==> config.mk <==
export PLATFORM = sky130hd
export DESIGN_NAME = mma_divider
export DESIGN_NICKNAME = d
export VERILOG_FILES = /design/src/hw/rtl/mma_pkg.sv /design/src/hw/rtl/mma_divider.sv
export SDC_FILE = /design/constraint.sdc
export NUM_CORES = 1
export LEC_CHECK = 0
export BUFFER_PORTS_ARGS = -buffer_cell sky130_fd_sc_hd__buf_2
export CAP_MARGIN = 25
export CORE_MARGIN = 2
export CORE_UTILIZATION = 48
export DETAILED_ROUTE_END_ITERATION = 8
export GPL_TIMING_DRIVEN = 0
export PLACE_DENSITY = 0.76
export RECOVER_POWER = 50
export SLEW_MARGIN = 20
export SYNTH_ARGS = -nofsm -noshare
export SYNTH_HDL_FRONTEND = slang
export SYNTH_SLANG_ARGS = --single-unit
==> constraint.sdc <==
create_clock -name aclk -period 2.2 [get_ports aclk]
set_input_delay 0.44 -clock aclk [delete_from_list [all_inputs] [get_ports aclk]]
set_output_delay 0.44 -clock aclk [all_outputs]
set_load 0.01 [all_outputs]
==> src/hw/rtl/mma_pkg.sv <==
`timescale 1ns / 1ps

package mma_pkg;

    localparam int CHANNELS    = 8;
    localparam int MAX_WINDOW  = 64;
    localparam int SAMPLE_BITS = 12;

    localparam int CH_W    = $clog2(CHANNELS);
    localparam int PTR_W   = $clog2(MAX_WINDOW);
    localparam int CNT_W   = $clog2(MAX_WINDOW + 1);
    localparam int SUM_W   = SAMPLE_BITS + $clog2(MAX_WINDOW);
    localparam int STEP_W  = $clog2(SUM_W);
    localparam int ADDR_W  = CH_W + PTR_W;

    localparam int APB_ADDR_W = 3;
    localparam int REG_IDX_W  = APB_ADDR_W - 2;
    localparam logic [REG_IDX_W-1:0] REG_WINDOW_LENGTH = '0;
    localparam logic [6:0] WINDOW_RESET = 7'd64;

    typedef enum logic [1:0] {
        ACT_PUSH      = 2'd0,
        ACT_CLEAR_CH  = 2'd1,
        ACT_CLEAR_ALL = 2'd2,
        ACT_QUERY     = 2'd3
    } action_t;

    typedef enum logic [2:0] {
        S_IDLE,
        S_READ,
        S_UPDATE,
        S_EVAL,
        S_DIV,
        S_DONE
    } state_t;

    typedef struct packed {
        logic [1:0]  action;
        logic [2:0]  channel;
        logic [11:0] sample;
    } in_item_t;

    typedef struct packed {
        logic [11:0] average;
        logic [6:0]  sample_count;
    } out_item_t;

    typedef struct packed {
        logic             start;
        logic [SUM_W-1:0] dividend;
        logic [CNT_W-1:0] divisor;
    } div_req_t;

    typedef struct packed {
        logic             done;
        logic [SUM_W-1:0] quotient;
    } div_rsp_t;

endpackage

==> src/hw/rtl/mma_divider.sv <==
`timescale 1ns / 1ps

module mma_divider import mma_pkg::*; (
    input  logic     aclk,
    input  logic     aresetn,
    input  div_req_t req,
    output div_rsp_t rsp
);

    logic              busy_reg;
    logic              done_reg;
    logic [STEP_W-1:0] step_reg;
    logic [CNT_W-1:0]  rem_reg;
    logic [SUM_W-1:0]  quo_reg;
    logic [CNT_W-1:0]  dvs_reg;

    logic [CNT_W:0]    shifted;
    logic [CNT_W:0]    diff;
    logic              ge;

    assign shifted = {rem_reg, quo_reg[SUM_W-1]};
    assign ge      = shifted >= {1'b0, dvs_reg};
    assign diff    = shifted - {1'b0, dvs_reg};

    always_ff @(posedge aclk) begin
        if (!aresetn) begin
            busy_reg <= 1'b0;
            done_reg <= 1'b0;
        end else if (req.start) begin
            busy_reg <= 1'b1;
            done_reg <= 1'b0;
        end else if (busy_reg) begin
            if (step_reg == '0) begin
                busy_reg <= 1'b0;
                done_reg <= 1'b1;
            end
        end else begin
            done_reg <= 1'b0;
        end
    end

    always_ff @(posedge aclk) begin
        if (req.start) begin
            step_reg <= STEP_W'(SUM_W - 1);
            rem_reg  <= '0;
            quo_reg  <= req.dividend;
            dvs_reg  <= req.divisor;
        end else if (busy_reg) begin
            step_reg <= step_reg - 1'b1;
            rem_reg  <= ge ? diff[CNT_W-1:0] : shifted[CNT_W-1:0];
            quo_reg  <= {quo_reg[SUM_W-2:0], ge};
        end
    end

    assign rsp.done     = done_reg;
    assign rsp.quotient = quo_reg;

endmodule

# Word-level counts from Yosys, hierarchy flattened
# Cells that the tools add are included.
dict set report word_totals {
  n_memories 0
  ramBits 0
  latch_bits 0
  output_inout_bits 19
  ff_bits 39
  romBits 0
  wordCells 20
}
dict set report op_classes {
  mux 6
  bitwise 2
  n_lt_le_gt_ge 1
  n_div 0
  multipliers 0
  n_eq_ne 0
  add_sub_neg 2
  n_reduce_logical 3
  n_shift 0
}
# cell count
set op_table {}
lappend op_table {{two-way mux 18 bit} 2}
lappend op_table {{greater-or-equal comparator 8 x 7 -> 1 bit} 1}
lappend op_table {{two-way mux 7 bit} 1}
lappend op_table {{subtractor 7 bit} 1}
lappend op_table {{zero test 5 bit} 1}
lappend op_table {{subtractor 5 x 1 -> 5 bit (second input constant)} 1}
lappend op_table {{two-way mux 1 bit} 3}
lappend op_table {{OR reduction 3 bit} 1}
lappend op_table {{NOT 1 bit} 2}
lappend op_table {{nonzero test 2 bit} 1}

# Depth between registers and ports, before layout
dict set report logic_depth {
  depth_word 4
  ltp_mapped 9
}

# Worst setup path before layout
# No wires, ideal clock.
dict set report synth_path {
  kind {flip-flop to flip-flop}
  from {reg quo_reg[17]}
  to {reg rem_reg[0]}
  path_stages_with_launch 10
  arrival_ns 2.173
  period_less_slack_ns 2.261
  required_ns 2.112
  setup_time_ns 0.088
  n_path_buf 2
  setup_slack_ns -0.061
  path_cell_list {edfxtp_1 -> inv_1 -> ha_1 -> fa_1 -> nand2b_1 -> a211o_1 -> buf_2 -> and3_1 -> buf_4 -> a311oi_2}
}
dict set report synth_via {
  elab_chain_len 2
  elab_cells_between_ends 3
}
# item line
set synth_rtl {}
lappend synth_rtl {{from (decl)} mma_divider.sv:14} ;# logic [SUM_W-1:0] quo_reg;
lappend synth_rtl {{from (signal assigned)} mma_divider.sv:46} ;# quo_reg <= req.dividend;
lappend synth_rtl {{from (signal assigned)} mma_divider.sv:51} ;# quo_reg <= {quo_reg[SUM_W-2:0], ge};
lappend synth_rtl {{subtractor 7 bit or greater-or-equal comparator 8 x 7 -> 1 bit (tied branches)} {mma_divider.sv:23, mma_divider.sv:22}}
lappend synth_rtl {{two-way mux 7 bit *} mma_divider.sv:50} ;# rem_reg <= ge ? diff[CNT_W-1:0] : shifted[CNT_W-1:0];
lappend synth_rtl {{to (signal assigned)} mma_divider.sv:50}
lappend synth_rtl {{to (decl)} mma_divider.sv:13} ;# logic [CNT_W-1:0] rem_reg;
# Every way passes the cells marked *; elsewhere a longest branch is shown, timed or not.
# A chain may end at the register's enable or synchronous reset.

# Final worst setup path
dict set report layout_path {
  from {reg dvs_reg[0]}
  to {reg rem_reg[3]}
}
dict set report layout_via {
  elab_chain_len 2
  elab_cells_between_ends 3
}
# item line
set layout_rtl {}
lappend layout_rtl {{from (decl)} mma_divider.sv:15} ;# logic [CNT_W-1:0] dvs_reg;
lappend layout_rtl {{from (signal assigned)} mma_divider.sv:47} ;# dvs_reg <= req.divisor;
lappend layout_rtl {{subtractor 7 bit or greater-or-equal comparator 8 x 7 -> 1 bit (tied branches)} {mma_divider.sv:23, mma_divider.sv:22}}
lappend layout_rtl {{two-way mux 7 bit *} mma_divider.sv:50}
# Marked as above.

==> reports/metrics.cfg <==
[run_status]
outcome = finished, final reports clean

[global_routing]
first_global_vias = 1480
antenna_found_initial = 0
track_usage_pct = 16.91
grt_pass1_wl_um = 6520
grt_max_degree = 19
gr-total-overflow = 0

[clock_tree]
cts_tree = built
cts_buffers = 5
ctsLongestPathBuffers = 2
holdBufCountCts = 0
htree_num_levels = 2
clk_pin_slew_ps = 70
cts.sinks = 39
cts_root_buf = clkbuf_8
clk_latency_ps = 290

[worst_setup_path]
path_cells = ha_4, fa_2, nand2b_4, a211o_4, buf_4, a41oi_1, o31ai_2
slowest_delay_ps = 420
end_kind = flip-flop
start_kind = flip-flop
worst-setup-path-type = reg -> reg
ff2ff_path_depth = 7
required_ps = 2370
worst-path-max-fanout = 8
cp_slowest_cell = edfxtp_1
crit_arrival_ps = 2290

[sta]
slew_headroom_pct = 63.26
layout_min_cycle_time_ps = 2116
setup_viol = 0
drv_slew = 0
clock.fmax_mhz = 472.7
finalHoldViolCount = 0
finalSetupTns_ps = 0
fin_skew_ps = 5.972
tightestPinTransition_ps = 551.0
fin_crit_sh_pct = 96.17

[min_path]
hold_depth = 1
min_path_type = in -> reg

[final_layout]
multi_input_area_um2 = 984.7
num-nets-final = 277
fin_area_um2 = 2520
fillers = 361
area_growth_pct = 21.40
largest_reg_flops = 18
utilization_pct = 61.67
finalNonFillerCells = 290
antenna_cells = 0
seqCellArea_um2 = 1031
drive_gt1_share_pct = 30.83

[synthesis]
synthArstFlopShare_pct = 0
yosys_register_bits = 39
synth_common_cells = edfxtp_1 (25), mux2_2 (17), inv_1 (15)
ys_seq_area_share_pct = 49.67
synth_area_per_cell_um2 = 11.47
synth.most_common_cell = edfxtp_1
synth_edf_count = 25
syn-cell-area_um2 = 2076
synth_cell_types = 49
synth.area.top_cells = edfxtp_1 (36%), dfxtp_1 (14%), mux2_2 (9.2%)
netlist.area_leader.share_pct = 36.17
synth_ff_type = edfxtp_1
synth_cells = 181
ys_warn_count = 0
synth_top_area_cell = edfxtp_1
synth.net_count = 219

[place]
dp_hpwl_um = 2840
placed_cells = 277
io_buffers = 46
placed_area_um2 = 2379
routabilityCongestion = 0.7931

[floorplan]
die_h_um = 69.76
dieArea_um2 = 4866
rows = 23
boundaryPins = 47
die_x_um = 69.76
initial_core_util_pct = 50.80
core_um2 = 4086

[route]
vias_per_cell = 5.266
drtAntennaViolNets = 0
drtPass1Iterations = 4
drc = 0
wl_per_cell_um = 13.78
drtIter0Drc = 64
dr_total_vias = 1527
drt_wl_total_um = 3997

[power_and_ir_drop]
p_comb_share_pct = 20.7
p_sw_w = 0.0004646
power_frac_seq_pct = 52.1
power.internal_w = 0.001243
p_per_area_nw_per_um2 = 677.5
power_frac_clock_pct = 27.2
p_sw_share_pct = 27.21
ir_worst_vdd_mv = 0.4201
leakage_nw = 1.003

[flow_run]
maxCapViolations = 0

-- layout make-up --
| cell class | count | share of cell area [%] |
|---|---|---|
| Tap cell | 50 | 2.483 |
| Clock buffer | 7 | 3.029 |
| Inverter | 15 | 2.234 |
| Multi-Input combinational cell | 116 | 39.08 |
| Timing Repair Buffer | 52 | 10.03 |
| Sequential cell | 39 | 40.91 |
| Buffer | 10 | 2.036 |
| Clock inverter | 1 | 0.1986 |
-- timing repair --
action | in CTS | in global routing
setup endpoints to repair | 5 | 5
pin swaps | 1 | 6
gates resized for setup | 4 | 5
buffers inserted | 2 | 4
-- per-stage QoR --
step           hold WS (ps)  power (W)  setup WS [ps]
3_5_place_dp          451.8   0.001240         -70.90
3_3_place_gp          444.1   0.001232         -38.61
2_1_floorplan         427.6   0.001127          11.55
4_1_cts               319.5   0.001714          17.62
6_report              325.1   0.001707          84.28
5_1_grt               314.9   0.001792         -9.390
-- critical path: cells and delay by family, from the launching register on --
family | cells | cell delay [ps]
simple gates | 1 | 160
compound gates | 3 | 680
fa+ha+maj | 2 | 580
buf+inv | 1 | 160
flops | 1 | 420
-- per-layer routing --
metal	track usage, %	vias up	part of all wire, %	wire length (um)
li1	-	780	-	-
met1	22.25	699	47	1888
met2	26.88	44	46	1844
met3	4.651	4	5.2	209
met4	5.769	0	1.4	55
met5	0	-	0	0
-- power by group through the flow --
| stage | combinational (W) | sequential, W | clock, W |
|---|---|---|---|
| after floorplan | 0.000212 | 0.000915 | 0 |
| after global placement | 0.000329 | 0.000903 | 0 |
| after detailed placement | 0.000336 | 0.000904 | 0 |
| after CTS | 0.000348 | 0.000889 | 0.000478 |
| after global routing | 0.000388 | 0.000900 | 0.000503 |
| final | 0.000353 | 0.000890 | 0.000464 |
-- layout by cell type (no fill, tap or decap), drive strengths merged, types with 3 or more instances in the layout --
master  Yosys  routed
or2         3       3
dfxtp      14      14
buf         6      39
nor2       13      13
a41oi       4       4
a211oi      5       5
xnor2       4       4
nor2b       3       3
nand2b      5       5
edfxtp     25      25
nand2       8       8
o21ai       3       3
xor2        3       3
mux2       17      17
a311oi      3       3
inv        15      15
ha          9       9
clkbuf      5      30
nor3b       5       5
-- logic make-up after synthesis --
family,count (synthesis),share of synthesized area [%]
and+or+nand+nor,49,13.26
DFF,39,49.67
AOI/OAI and AO/OA,32,12.78
buffers and inverters,26,5.243
muxes,18,9.704
adders and majority gates,10,6.390
xor gates and xnor gates,7,2.954
-- path summary, 6_finish.rpt --
check | start | to | slack [ps]
max reg2reg | dvs_reg[0] | rem_reg[3] | 80
min | req[5] | dvs_reg[5] | 330
min reg2reg | done_reg | done_reg | 460
max | dvs_reg[0] | rem_reg[3] | 80
(Power assumes the default switching activity.)
